`src/rse_pkg.sv`:
```
// Shared types and codes for the RPN stack evaluator.
// No dependencies; used by rse_alu and rpn_stack_evaluator.
package rse_pkg;

    // Token kinds as carried on s_tuser
    localparam logic [2:0] KIND_NUM = 3'd0;
    localparam logic [2:0] KIND_ADD = 3'd1;
    localparam logic [2:0] KIND_SUB = 3'd2;
    localparam logic [2:0] KIND_MUL = 3'd3;
    localparam logic [2:0] KIND_DIV = 3'd4;
    localparam logic [2:0] KIND_BAD = 3'd5;

    // Result status codes as carried on m_tuser
    localparam logic [2:0] ST_OK    = 3'd0;
    localparam logic [2:0] ST_UNDER = 3'd1;
    localparam logic [2:0] ST_OVER  = 3'd2;
    localparam logic [2:0] ST_DIV0  = 3'd3;
    localparam logic [2:0] ST_BAD   = 3'd4;
    localparam logic [2:0] ST_LEFT  = 3'd5;

    localparam int TOKEN_VALUE_W = 31;
    localparam int RESULT_W      = 32;

    typedef enum logic [1:0] {
        ALU_ADD,
        ALU_SUB,
        ALU_MUL,
        ALU_DIV
    } alu_op_t;

    typedef struct packed {
        logic    start;
        alu_op_t op;
    } alu_req_t;

    typedef enum logic [2:0] {
        AST_IDLE,
        AST_ADDSUB,
        AST_MUL,
        AST_NEGA,
        AST_NEGB,
        AST_DIV,
        AST_FIX,
        AST_DONE
    } alu_state_t;

    typedef enum logic [2:0] {
        SEQ_IDLE,
        SEQ_EXEC,
        SEQ_POP1,
        SEQ_POP2,
        SEQ_CALC,
        SEQ_CHECK,
        SEQ_READ0,
        SEQ_OUT
    } seq_state_t;

endpackage

```
`src/rse_stack.sv`:
```
// Operand stack storage: one write port, one read port with registered data.
// No package dependencies.
module rse_stack #(
    parameter int STACK_DEPTH = 128,
    parameter int DATA_WIDTH  = 32
) (
    input  logic                           aclk,
    input  logic                           wr_en,
    input  logic [$clog2(STACK_DEPTH)-1:0] wr_addr,
    input  logic [DATA_WIDTH-1:0]          wr_data,
    input  logic                           rd_en,
    input  logic [$clog2(STACK_DEPTH)-1:0] rd_addr,
    output logic [DATA_WIDTH-1:0]          rd_data
);

    logic [DATA_WIDTH-1:0] mem [STACK_DEPTH];
    logic [DATA_WIDTH-1:0] rd_data_reg;

    // Write the pushed entry
    always_ff @(posedge aclk) begin
        if (wr_en) begin
            mem[wr_addr] <= wr_data;
        end
    end

    // Register the read entry
    always_ff @(posedge aclk) begin
        if (rd_en) begin
            rd_data_reg <= mem[rd_addr];
        end
    end

    assign rd_data = rd_data_reg;

endmodule

```
`src/rse_alu.sv`:
```
// Shared iterative arithmetic unit: add, subtract, shift-add multiply and
// restoring divide, all through one adder. Depends on rse_pkg.
module rse_alu #(
    parameter int DATA_WIDTH = 32
) (
    input  logic                    aclk,
    input  logic                    aresetn,
    input  rse_pkg::alu_req_t       req,
    input  logic [DATA_WIDTH-1:0]   a,
    input  logic [DATA_WIDTH-1:0]   b,
    output logic                    done,
    output logic [DATA_WIDTH-1:0]   result
);

    localparam int W     = DATA_WIDTH;
    localparam int CNT_W = $clog2(W);

    rse_pkg::alu_state_t state_reg, state_next;
    rse_pkg::alu_op_t    op_reg, op_next;
    logic [W-1:0]        acc_reg, acc_next;
    logic [W-1:0]        opa_reg, opa_next;
    logic [W-1:0]        opb_reg, opb_next;
    logic [CNT_W-1:0]    cnt_reg, cnt_next;
    logic                neg_reg, neg_next;

    logic [W-1:0] add_x;
    logic [W-1:0] add_y;
    logic         add_sub;
    logic [W:0]   sum;
    logic [W-1:0] rem_sh;
    logic         last_step;

    // Shared adder; sum[W] is the borrow when subtracting
    assign sum = {1'b0, add_x} + ({1'b0, add_y} ^ {(W + 1){add_sub}}) + (W + 1)'(add_sub);

    assign rem_sh    = {acc_reg[W-2:0], opa_reg[W-1]};
    assign last_step = (cnt_reg == CNT_W'(W - 1));

    always_ff @(posedge aclk) begin
        if (!aresetn) begin
            state_reg <= rse_pkg::AST_IDLE;
        end else begin
            state_reg <= state_next;
        end
    end

    always_ff @(posedge aclk) begin
        op_reg  <= op_next;
        acc_reg <= acc_next;
        opa_reg <= opa_next;
        opb_reg <= opb_next;
        cnt_reg <= cnt_next;
        neg_reg <= neg_next;
    end

    // Sequence the shared adder
    always_comb begin
        state_next = state_reg;
        op_next    = op_reg;
        acc_next   = acc_reg;
        opa_next   = opa_reg;
        opb_next   = opb_reg;
        cnt_next   = cnt_reg;
        neg_next   = neg_reg;
        add_x      = acc_reg;
        add_y      = opa_reg;
        add_sub    = 1'b0;
        done       = 1'b0;
        unique case (state_reg)
            rse_pkg::AST_IDLE: begin
                if (req.start) begin
                    op_next  = req.op;
                    opa_next = a;
                    opb_next = b;
                    acc_next = '0;
                    cnt_next = '0;
                    neg_next = a[W-1] ^ b[W-1];
                    unique case (req.op)
                        rse_pkg::ALU_ADD, rse_pkg::ALU_SUB: state_next = rse_pkg::AST_ADDSUB;
                        rse_pkg::ALU_MUL: state_next = rse_pkg::AST_MUL;
                        rse_pkg::ALU_DIV: state_next = rse_pkg::AST_NEGA;
                        default:          state_next = rse_pkg::AST_ADDSUB;
                    endcase
                end
            end
            rse_pkg::AST_ADDSUB: begin
                add_x      = opa_reg;
                add_y      = opb_reg;
                add_sub    = (op_reg == rse_pkg::ALU_SUB);
                acc_next   = sum[W-1:0];
                state_next = rse_pkg::AST_DONE;
            end
            rse_pkg::AST_MUL: begin
                // Add the shifted multiplicand for each set multiplier bit
                add_x = acc_reg;
                add_y = opa_reg;
                if (opb_reg[0]) begin
                    acc_next = sum[W-1:0];
                end
                opa_next = {opa_reg[W-2:0], 1'b0};
                opb_next = {1'b0, opb_reg[W-1:1]};
                cnt_next = cnt_reg + 1'b1;
                if (last_step) begin
                    state_next = rse_pkg::AST_DONE;
                end
            end
            rse_pkg::AST_NEGA: begin
                // Take the dividend magnitude
                add_x   = '0;
                add_y   = opa_reg;
                add_sub = 1'b1;
                if (opa_reg[W-1]) begin
                    opa_next = sum[W-1:0];
                end
                state_next = rse_pkg::AST_NEGB;
            end
            rse_pkg::AST_NEGB: begin
                // Take the divisor magnitude
                add_x   = '0;
                add_y   = opb_reg;
                add_sub = 1'b1;
                if (opb_reg[W-1]) begin
                    opb_next = sum[W-1:0];
                end
                state_next = rse_pkg::AST_DIV;
            end
            rse_pkg::AST_DIV: begin
                // One restoring step: quotient bits shift into opa
                add_x    = rem_sh;
                add_y    = opb_reg;
                add_sub  = 1'b1;
                acc_next = sum[W] ? rem_sh : sum[W-1:0];
                opa_next = {opa_reg[W-2:0], ~sum[W]};
                cnt_next = cnt_reg + 1'b1;
                if (last_step) begin
                    state_next = rse_pkg::AST_FIX;
                end
            end
            rse_pkg::AST_FIX: begin
                // Apply the quotient sign
                add_x      = '0;
                add_y      = opa_reg;
                add_sub    = 1'b1;
                acc_next   = neg_reg ? sum[W-1:0] : opa_reg;
                state_next = rse_pkg::AST_DONE;
            end
            rse_pkg::AST_DONE: begin
                done       = 1'b1;
                state_next = rse_pkg::AST_IDLE;
            end
            default: begin
                state_next = rse_pkg::AST_IDLE;
            end
        endcase
    end

    assign result = acc_reg;

endmodule

```
`src/rpn_stack_evaluator.sv`:
```
// Top level of the RPN stack evaluator: token sequencer, operand stack and
// shared arithmetic unit. Depends on rse_pkg, rse_stack and rse_alu.
//
// Usage:
//   Tokens arrive on the s_ stream: s_tuser carries the token kind, s_tdata
//   the number value, s_tlast marks the final token of an expression. One
//   result per expression leaves on the m_ stream: m_tdata is the value,
//   m_tuser the status. prefix_mode is written through cfg_wr_en and
//   cfg_wr_data; the user must write it only while the block is idle, as
//   the block itself does not enforce this.
//   The block works on one token at a time and drops s_tready meanwhile.
//   Multiply and divide step bit-serially through the shared adder in
//   rse_alu. A last token passes the result check, and for a good result a
//   stack read, before the result is presented.
//   A result holds on m_tvalid/m_tdata/m_tuser until m_tready; no further
//   token is taken while it waits.
//   Reset (aresetn low, synchronous) empties the stack, clears the error
//   and prefix_mode, and returns to idle; no clearing pass is needed.
module rpn_stack_evaluator #(
    parameter int STACK_DEPTH = 128,
    parameter int DATA_WIDTH  = 32
) (
    input  logic        aclk,
    input  logic        aresetn,
    // Configuration: prefix_mode
    input  logic        cfg_wr_en,
    input  logic        cfg_wr_data,
    // Token stream
    input  logic        s_tvalid,
    output logic        s_tready,
    input  logic [31:0] s_tdata,  // [30:0] token_value, [31] zero
    input  logic [2:0]  s_tuser,  // [2:0] token_kind
    input  logic        s_tlast,
    // Result stream
    output logic        m_tvalid,
    input  logic        m_tready,
    output logic [31:0] m_tdata,  // [31:0] value
    output logic [2:0]  m_tuser   // [2:0] status
);

    localparam int ADDR_W  = $clog2(STACK_DEPTH);
    localparam int DEPTH_W = $clog2(STACK_DEPTH + 1);
    localparam int W       = DATA_WIDTH;
    localparam int TV_W    = rse_pkg::TOKEN_VALUE_W;
    localparam int RES_W   = rse_pkg::RESULT_W;

    rse_pkg::seq_state_t state_reg, state_next;
    logic [2:0]         kind_reg, kind_next;
    logic [W-1:0]       tval_reg, tval_next;
    logic               last_reg, last_next;
    logic               prefix_reg;
    logic [DEPTH_W-1:0] depth_reg, depth_next;
    logic [2:0]         err_reg, err_next;
    logic [W-1:0]       first_reg, first_next;
    logic [RES_W-1:0]   value_reg, value_next;
    logic [2:0]         status_reg, status_next;

    logic [W-1:0]       tval_in;
    logic [RES_W-1:0]   rd_value;
    logic [DEPTH_W-1:0] depth_m1;
    logic [DEPTH_W-1:0] depth_m2;

    logic               wr_en;
    logic [ADDR_W-1:0]  wr_addr;
    logic [W-1:0]       wr_data;
    logic               rd_en;
    logic [ADDR_W-1:0]  rd_addr;
    logic [W-1:0]       rd_data;

    rse_pkg::alu_req_t  alu_req;
    logic [W-1:0]       alu_a;
    logic [W-1:0]       alu_b;
    logic               alu_done;
    logic [W-1:0]       alu_result;

    // Fit the token value to the data width and the read value to the result width
    generate
        if (W > TV_W) begin : g_tv_ext
            assign tval_in = {{(W - TV_W){1'b0}}, s_tdata[TV_W-1:0]};
        end else begin : g_tv_trunc
            assign tval_in = s_tdata[W-1:0];
        end
        if (W >= RES_W) begin : g_res_trunc
            assign rd_value = rd_data[RES_W-1:0];
        end else begin : g_res_ext
            assign rd_value = {{(RES_W - W){rd_data[W-1]}}, rd_data};
        end
    endgenerate

    assign depth_m1 = depth_reg - 1'b1;
    assign depth_m2 = depth_reg - 2'd2;

    rse_stack #(
        .STACK_DEPTH (STACK_DEPTH),
        .DATA_WIDTH  (DATA_WIDTH)
    ) u_stack (
        .aclk    (aclk),
        .wr_en   (wr_en),
        .wr_addr (wr_addr),
        .wr_data (wr_data),
        .rd_en   (rd_en),
        .rd_addr (rd_addr),
        .rd_data (rd_data)
    );

    rse_alu #(
        .DATA_WIDTH (DATA_WIDTH)
    ) u_alu (
        .aclk    (aclk),
        .aresetn (aresetn),
        .req     (alu_req),
        .a       (alu_a),
        .b       (alu_b),
        .done    (alu_done),
        .result  (alu_result)
    );

    // Control registers
    always_ff @(posedge aclk) begin
        if (!aresetn) begin
            state_reg  <= rse_pkg::SEQ_IDLE;
            depth_reg  <= '0;
            err_reg    <= rse_pkg::ST_OK;
            prefix_reg <= 1'b0;
        end else begin
            state_reg <= state_next;
            depth_reg <= depth_next;
            err_reg   <= err_next;
            if (cfg_wr_en) begin
                prefix_reg <= cfg_wr_data;
            end
        end
    end

    // Payload registers
    always_ff @(posedge aclk) begin
        kind_reg   <= kind_next;
        tval_reg   <= tval_next;
        last_reg   <= last_next;
        first_reg  <= first_next;
        value_reg  <= value_next;
        status_reg <= status_next;
    end

    // Token sequencer
    always_comb begin
        state_next  = state_reg;
        kind_next   = kind_reg;
        tval_next   = tval_reg;
        last_next   = last_reg;
        depth_next  = depth_reg;
        err_next    = err_reg;
        first_next  = first_reg;
        value_next  = value_reg;
        status_next = status_reg;
        s_tready    = 1'b0;
        m_tvalid    = 1'b0;
        wr_en       = 1'b0;
        wr_addr     = depth_reg[ADDR_W-1:0];
        wr_data     = tval_reg;
        rd_en       = 1'b0;
        rd_addr     = depth_m1[ADDR_W-1:0];
        alu_req     = '{start: 1'b0, op: rse_pkg::ALU_ADD};
        alu_a       = prefix_reg ? first_reg : rd_data;
        alu_b       = prefix_reg ? rd_data : first_reg;
        unique case (state_reg)
            rse_pkg::SEQ_IDLE: begin
                s_tready = 1'b1;
                if (s_tvalid) begin
                    kind_next  = s_tuser;
                    tval_next  = tval_in;
                    last_next  = s_tlast;
                    state_next = rse_pkg::SEQ_EXEC;
                end
            end
            rse_pkg::SEQ_EXEC: begin
                state_next = rse_pkg::SEQ_CHECK;
                if (err_reg == rse_pkg::ST_OK) begin
                    priority if (kind_reg == rse_pkg::KIND_NUM) begin
                        // Push, or flag a full stack
                        if (depth_reg >= DEPTH_W'(STACK_DEPTH)) begin
                            err_next = rse_pkg::ST_OVER;
                        end else begin
                            wr_en      = 1'b1;
                            depth_next = depth_reg + 1'b1;
                        end
                    end else if (kind_reg >= rse_pkg::KIND_BAD) begin
                        err_next = rse_pkg::ST_BAD;
                    end else if (depth_reg < DEPTH_W'(2)) begin
                        err_next = rse_pkg::ST_UNDER;
                    end else begin
                        // Fetch the top entry
                        rd_en      = 1'b1;
                        rd_addr    = depth_m1[ADDR_W-1:0];
                        state_next = rse_pkg::SEQ_POP1;
                    end
                end
            end
            rse_pkg::SEQ_POP1: begin
                first_next = rd_data;
                rd_en      = 1'b1;
                rd_addr    = depth_m2[ADDR_W-1:0];
                state_next = rse_pkg::SEQ_POP2;
            end
            rse_pkg::SEQ_POP2: begin
                // Pop both operands, then start the unit or flag divide by zero
                depth_next = depth_m2;
                if (kind_reg == rse_pkg::KIND_DIV && alu_b == '0) begin
                    err_next   = rse_pkg::ST_DIV0;
                    state_next = rse_pkg::SEQ_CHECK;
                end else begin
                    alu_req.start = 1'b1;
                    unique case (kind_reg)
                        rse_pkg::KIND_ADD: alu_req.op = rse_pkg::ALU_ADD;
                        rse_pkg::KIND_SUB: alu_req.op = rse_pkg::ALU_SUB;
                        rse_pkg::KIND_MUL: alu_req.op = rse_pkg::ALU_MUL;
                        default:           alu_req.op = rse_pkg::ALU_DIV;
                    endcase
                    state_next = rse_pkg::SEQ_CALC;
                end
            end
            rse_pkg::SEQ_CALC: begin
                // Push the result when the unit finishes
                wr_data = alu_result;
                if (alu_done) begin
                    wr_en      = 1'b1;
                    depth_next = depth_reg + 1'b1;
                    state_next = rse_pkg::SEQ_CHECK;
                end
            end
            rse_pkg::SEQ_CHECK: begin
                value_next = '0;
                priority if (!last_reg) begin
                    state_next = rse_pkg::SEQ_IDLE;
                end else if (err_reg != rse_pkg::ST_OK) begin
                    status_next = err_reg;
                    state_next  = rse_pkg::SEQ_OUT;
                end else if (depth_reg != DEPTH_W'(1)) begin
                    status_next = rse_pkg::ST_LEFT;
                    state_next  = rse_pkg::SEQ_OUT;
                end else begin
                    status_next = rse_pkg::ST_OK;
                    rd_en       = 1'b1;
                    rd_addr     = '0;
                    state_next  = rse_pkg::SEQ_READ0;
                end
            end
            rse_pkg::SEQ_READ0: begin
                value_next = rd_value;
                state_next = rse_pkg::SEQ_OUT;
            end
            rse_pkg::SEQ_OUT: begin
                // Hold the result; clear the expression once it is taken
                m_tvalid = 1'b1;
                if (m_tready) begin
                    depth_next = '0;
                    err_next   = rse_pkg::ST_OK;
                    state_next = rse_pkg::SEQ_IDLE;
                end
            end
            default: begin
                state_next = rse_pkg::SEQ_IDLE;
            end
        endcase
    end

    assign m_tdata = value_reg;
    assign m_tuser = status_reg;

endmodule

```
`config.mk`:
```
export PLATFORM = sky130hd
export DESIGN_NAME = rpn_stack_evaluator
export DESIGN_NICKNAME = d
export VERILOG_FILES = /design/src/rse_pkg.sv /design/src/rse_stack.sv /design/src/rse_alu.sv /design/src/rpn_stack_evaluator.sv
export SDC_FILE = /design/constraint.sdc
export NUM_CORES = 2
export LEC_CHECK = 0
export BUFFER_PORTS_ARGS = -buffer_cell sky130_fd_sc_hd__buf_2
export CAP_MARGIN = 20
export CORE_MARGIN = 4
export CORE_UTILIZATION = 40
export DETAILED_ROUTE_END_ITERATION = 8
export SLEW_MARGIN = 5
export SYNTH_ARGS = -nofsm -noshare
export SYNTH_HDL_FRONTEND = slang
export SYNTH_HIERARCHICAL = 1
export SYNTH_SLANG_ARGS = --single-unit
```
`constraint.sdc`:
```
create_clock -name aclk -period 7.01 [get_ports aclk]
set_clock_uncertainty 0.1 [all_clocks]
set_input_delay 1.0515 -clock aclk [delete_from_list [all_inputs] [get_ports aclk]]
set_output_delay 1.0515 -clock aclk [all_outputs]
set_load 0.05 [all_outputs]
```
After elaboration in Yosys (flattened, before gate mapping)
Memories as Yosys holds them, arrays and structs flattened. A register that Yosys moved wholly into a read port is not among the register bits.
Cells that the tools add are included.
W data, S select, Z words.
{ "totals": {"output_inout_bits": 37, "reg_bits": 224, "mem_bits_rw": 4096, "word_cells": 182, "n_memories": 1, "in_bits": 42} }
{ "mem_list": {"columns": ["name", "words", "width", "rd", "rd_ports_with_merged_regs", "write_ports", "line", "text"], "rows": [
  ["u_stack.mem", 128, 32, 1, 1, 1, "rse_stack.sv:16", "logic [DATA_WIDTH-1:0] mem [STACK_DEPTH];"]
]} }
{ "op_classes": {"n_addsub": 6, "muxes": 77, "n_reduce_logical": 34, "n_eq_ne": 39, "bitwise": 3, "magnitude_cmp": 3} }
{ "ops": {"columns": ["operator", "count"], "rows": [
  ["$mux W32", 12],
  ["$pmux W32 S3", 2],
  ["$pmux W32 S5", 1],
  ["$pmux W32 S4", 1],
  ["$pmux W32 S2", 1],
  ["$mux W3", 21],
  ["$mux W8", 5],
  ["$add A32 B33 Y33", 1],
  ["$add A33 B1 Y33", 1],
  ["$xor A32 B33 Y33", 1],
  ["$logic_not A32 Y1", 1],
  ["$pmux W8 S4", 1],
  ["$eq A3 B3 Y1 const B", 9],
  ["$pmux W3 S8", 1],
  ["$mux W7", 3],
  ["$pmux W3 S7", 1],
  ["$mux W1", 19],
  ["$eq A3 B2 Y1 const B", 6],
  ["$pmux W3 S3", 2],
  ["$ne A2 B2 Y1 const B", 8],
  ["$reduce_and A3 Y1", 5],
  ["$pmux W7 S2", 1],
  ["$logic_not A3 Y1", 4],
  ["$reduce_and A2 Y1", 6],
  ["32 further kinds", 49]
]} }

Logic depth before layout (Yosys ltp)
{ "depth": {"depth_word": 10, "mapped_depth": 21, "ltp_nobuf": 17} }

Hierarchy
The synthesis kept the hierarchy.
{ "modules_own_cells": {"columns": ["module", "instances", "area_per_inst_um2", "cells_per_inst", "seq_area_each_um2"], "rows": [
  ["rse_stack", 1, 156596.4, 5990, 123958.9],
  ["rse_alu", 1, 8531.9, 889, 3183.1],
  ["rpn_stack_evaluator", 1, 6194.7, 496, 3363.2]
]} }

Worst setup path after synthesis
OpenSTA, ideal clock, no wires.
{ "synth_timing": {"kind": "register to register", "startpoint": "register u_alu.state_reg[2]", "endpoint": "memory u_stack.mem[98][0] (enable)", "path_stages_with_launch": 14, "period_less_slack_ns": 5.628, "setup_time_ns": 0.461, "path_buffers": 6, "slack_ns": 1.382, "t_arrival_ns": 5.067, "path_cell_list": "dfxtp_1 > buf_4 > clkbuf_1 > clkbuf_1 > buf_1 > and2_1 > and4bb_1 > nor2_1 > or2_1 > buf_2 > nor2_1 > clkbuf_1 > nand4_1 > nor3_1"} }
{ "synth_via": {"elab_chain_cells": 6} }
{ "synth_rtl": {"columns": ["item", "line", "text"], "rows": [
  ["start: declaration", "rse_alu.sv:18", "rse_pkg::alu_state_t state_reg, state_next;"],
  ["start signal: assignment", "rse_alu.sv:41", "state_reg <= rse_pkg::AST_IDLE;"],
  ["start signal: assignment", "rse_alu.sv:43", "state_reg <= state_next;"],
  ["$eq A3 B3 Y1", "rse_alu.sv:69", "unique case (state_reg)"],
  ["$mux W1", "rse_alu.sv:69", null],
  ["named net alu_done", "rpn_stack_evaluator.sv:73", "logic alu_done;"],
  ["$mux W1", "rpn_stack_evaluator.sv:225", "if (alu_done) begin"],
  ["$pmux W1 S2", "rpn_stack_evaluator.sv:166", "unique case (state_reg)"],
  ["named net wr_en", "rpn_stack_evaluator.sv:63", "logic wr_en;"],
  ["$mux W1", "rse_stack.sv:21", "if (wr_en) begin"],
  ["$mux W1 (not written as such)", "rse_stack.sv:22", "mem[wr_addr] <= wr_data;"],
  ["end: declaration", "rse_stack.sv:16", null]
]} }
The timed path passes the listed nets, and every way through them passes these cells.

Worst setup path after layout
{ "layout_timing": {"startpoint": "register u_alu.state_reg[2]", "endpoint": "register u_alu.acc_reg[9], in the netlist u_alu/result[9], data pin"} }
{ "layout_via": {"elab_chain_cells": 8, "elab_cells_between_ends": 20, "classes_between": "add/sub (2); eq/ne (6); mux (7); bitwise (1); reduce/logical (4)"} }
{ "layout_rtl": {"columns": ["item", "line", "text"], "rows": [
  ["$eq A3 B3 Y1, or another cell as far along", "rse_alu.sv:69", null],
  ["$reduce_or A4 Y1 (no source line) or $reduce_or A3 Y1 (tied branches)", null, null],
  ["$pmux W1 S2 or $mux W32 (tied branches)", "rse_alu.sv:69", null],
  ["$xor A32 B33 Y33", "rse_alu.sv:34", "assign sum = {1'b0, add_x} + ({1'b0, add_y} ^ {(W + 1){add_sub}}) + (W + 1)'(add_sub);"],
  ["$add A32 B33 Y33", "rse_alu.sv:34", null],
  ["$add A33 B1 Y33", "rse_alu.sv:34", null],
  ["$mux W32 (on tied branches)", "rse_alu.sv:144, rse_alu.sv:97, rse_alu.sv:132", null],
  ["$pmux W32 S5 *", "rse_alu.sv:69", null],
  ["named net u_alu.acc_next[9]", "rse_alu.sv:20", "logic [W-1:0] acc_reg, acc_next;"],
  ["end signal: assignment", "rse_alu.sv:49", "acc_reg <= acc_next;"],
  ["end: declaration", "rse_alu.sv:20", null]
]} }
The timed path passes the listed nets; every way through them passes the cells marked *. The select of a mux whose other input is x is not followed.
A chain may end at the register's enable or synchronous reset.

==> flow_summary_export.csv <==
group,metric,value,unit
placed_design,gp_congestion,0.9066,
layout,nNetsFinal,7861,
setup_path,cp.arrival,6.85,ns
cts,htreeDepth,5,
routing,viasPerCell,5.967,
logic_synthesis,netlist_area,0.1713,sq mm
run_status,status,"finished, final reports clean",
global_routing,antenna_found_initial,55,
sta,finalSetupViolCount,0,
floorplanning,dieArea,0.4388,sq mm
sta,fmax,162.9,MHz
job,maxCapViolCount,0,
cts,cts_root_buffer,"clkbuf_16",
layout,syn_to_final_growth,13.80,%
layout,instances_no_fill,13815,
global_routing,grt_max_degree,112,
sta,timing_worst_slew_pin_value,1.293,ns
routing,drt_iter0_markers,11474,
routing,routed_wl,454300,um
routing,post_drt_wl_per_cell,32.88,um
global_routing,gr-usage-all-layers,20.32,%
layout,nFillCells,35025,
cts,cts_setup_buffers,0,
cts,clock_path_buffers,4,
floorplanning,core,0.4270,sq mm
cts,cts_made_buffers,422,
sta,tns,0,ns
cts,cts_hold_buf,0,
routing,antenna_left,0,
logic_synthesis,synth_edf_count,4334,
logic_synthesis,ys_seq_area_share,76.17,%
sta,post-route-min-period,6.138,ns
floorplanning,die_y,662.5,um
floorplanning,die_x,662.5,um
floorplanning,ios,79,
cts,cts_tree,"done",
layout,mostFrequentLayoutCells,"edfxtp_1, mux4_2, clkbuf_16, buf_4, mux2_2",
logic_synthesis,ys_ff_latch,4352,
logic_synthesis,synth_cell_types,94,
layout,regArea,0.1305,sq mm
sta,final.setup.worst_slack,0.8725,ns
routing,top_layer_used,"met5",
routing,drc,0,
floorplanning,initial_core_util,40.12,%
global_routing,grt_pass1_wl,637600,um
logic_synthesis,synth_area_per_cell,23.23,sq um
min_path,hold_path_class,"primary input to flip-flop",
pwr,switching_power,21.29,mW
layout,final_common_cell,"edfxtp_1",
placed_design,detailed_place_hpwl,264800,um
pwr,p_comb_share,24.0,%
setup_path,worstPathMaxFanout,29,
placed_design,portBuffers,77,
pwr,powerDensity,363.1,mW/mm^2
pwr,swShare,30.08,%
layout,largest_reg_flops,4096,
placed_design,postPlaceCellArea,0.1814,sq mm
routing,wl_met1,185500,um
sta,maxSlewHeadroom,13.78,%
layout,regMostFlops,"u_stack/mem",
logic_synthesis,synth_ff_type,"edfxtp_1",
setup_path,worst_setup_path_end_kind,"flip-flop",
pwr,power_leakage,61.81,nW
logic_synthesis,synth_fp_nets,7463,
pwr,pwr-share-seq,44.5,%
floorplanning,rows,240,
placed_design,dp_cells,13033,
pwr,p_clk_share,31.5,%
global_routing,globalRoute.totalOverflow,0,
routing,first_pass_iters,5,
pwr,vdd_drop_max,0.4834,mV
sta,finalHoldViolCount,0,
sta,holdWs,0.1605,ns
logic_synthesis,syn-instance-count,7375,
cts,post_cts_resized,0,
sta,timing.final.crit_share,87.55,%
routing,routed-wl-met3,41720,um
sta,rsz0062_at_grt,"no",
placed_design,pre_cts_slack,0.9735,ns
sta,slew_violations,0,
cts,clkSlewWorstSetupHoldPaths,0.06,ns
layout,final_area,0.1950,sq mm
cts,cts_sinks,4352,
routing,vias,82432,
routing,met2WireLength,212400,um
pwr,p_int,49.50,mW
layout,drive_above_1_share,32.85,%
cts,clk_latency,0.97,ns
logic_synthesis,synthArstFlopShare,0,%
global_routing,grt_pass1_vias,81843,
setup_path,worstPathRequired,7.72,ns
layout,multi_input_area,0.04018,sq mm
logic_synthesis,ys_warn_count,6,
setup_path,critPathKind,"flip-flop to flip-flop",
setup_path,startpoint_type,"flip-flop",
-- Yosys cell counts (50+ instances only) --
cell type / n / share of area [%]
nor2_1: 204 / 0.45
nand2_1: 77 / 0.17
edfxtp_1: 4334 / 76
a22oi_1: 78 / 0.34
buf_2: 108 / 0.32
mux2_2: 157 / 1.0
a21oi_1: 71 / 0.21
buf_1: 59 / 0.13
clkbuf_1: 237 / 0.52
mux4_2: 1344 / 18
xnor2_1: 50 / 0.26
o21ai_0: 92 / 0.27
-- metal layers --
layer  track usage, %  up-vias
met5                0        -
met4            5.925       14
met3            3.290      674
met2            31.59     4192
met1            29.78    44963
li1                 -    32589
-- cells by family after synthesis --
logic type,after synthesis,synth area share (%)
AOI/OAI and AO/OA,411,1.645
adders and majority gates,46,0.3403
muxes,1537,18.92
DFF,4352,76.17
and+or+nand+nor,516,1.484
xor gates and xnor gates,68,0.3476
buffers and inverters,445,1.090
-- power groups by stage --
stage	combinational, mW	sequential [mW]	clock (mW)
finish	17.0	31.5	22.3
global route	17.9	31.5	23.8
CTS	16.8	31.5	22.7
detailed placement	16.8	32.0	0
global placement	16.6	32.0	0
floorplan	10.6	31.8	0
-- through the flow --
| step | power [mW] | utilization [%] |
|---|---|---|
| 5_1_grt | 73.24 | 45.65 |
| 3_3_place_gp | 48.56 | 42.45 |
| 6_report | 70.79 | 45.66 |
| 3_5_place_dp | 48.77 | 42.48 |
| 2_1_floorplan | 42.39 | - |
| 4_1_cts | 71.00 | 45.63 |
-- area by class of cell --
class,instances,share of cell area [%]
Tap cell,5687,3.650
Inverter,29,0.05583
Clock buffer,510,5.695
Clock inverter,260,1.225
Multi-Input combinational cell,2578,20.61
Antenna cell,9,0.01155
Sequential cell,4352,66.94
Timing Repair Buffer,390,1.814
-- final timing paths --
path	start	to	slack, ns	cells after the start
worst max-delay path	u_alu/state_reg[2]	u_alu/result[9]	0.87	18
worst max register to register	u_alu/state_reg[2]	u_alu/result[9]	0.87	18
worst min register to register	err_reg[1]	err_reg[1]	0.42	2
worst min-delay path	s_tdata[17]	tval_reg[17]	0.16	1
-- worst max-delay path, cell delays in order (launching register included) --
cell	delay [ns]
dfxtp_2	0.80
buf_4	0.55
nand2b_1	0.36
nand2_1	0.19
nor2_2	0.17
buf_4	0.21
a22o_1	0.19
inv_1	0.07
fa_1	0.47
nor2b_1	0.18
o31a_1	0.26
a21oi_2	0.15
nor4_4	0.56
o211ai_2	0.15
a22o_1	0.42
o21ai_4	0.44
buf_4	0.38
a222oi_1	0.15
nor2_1	0.15
(Power assumes the default switching activity.)
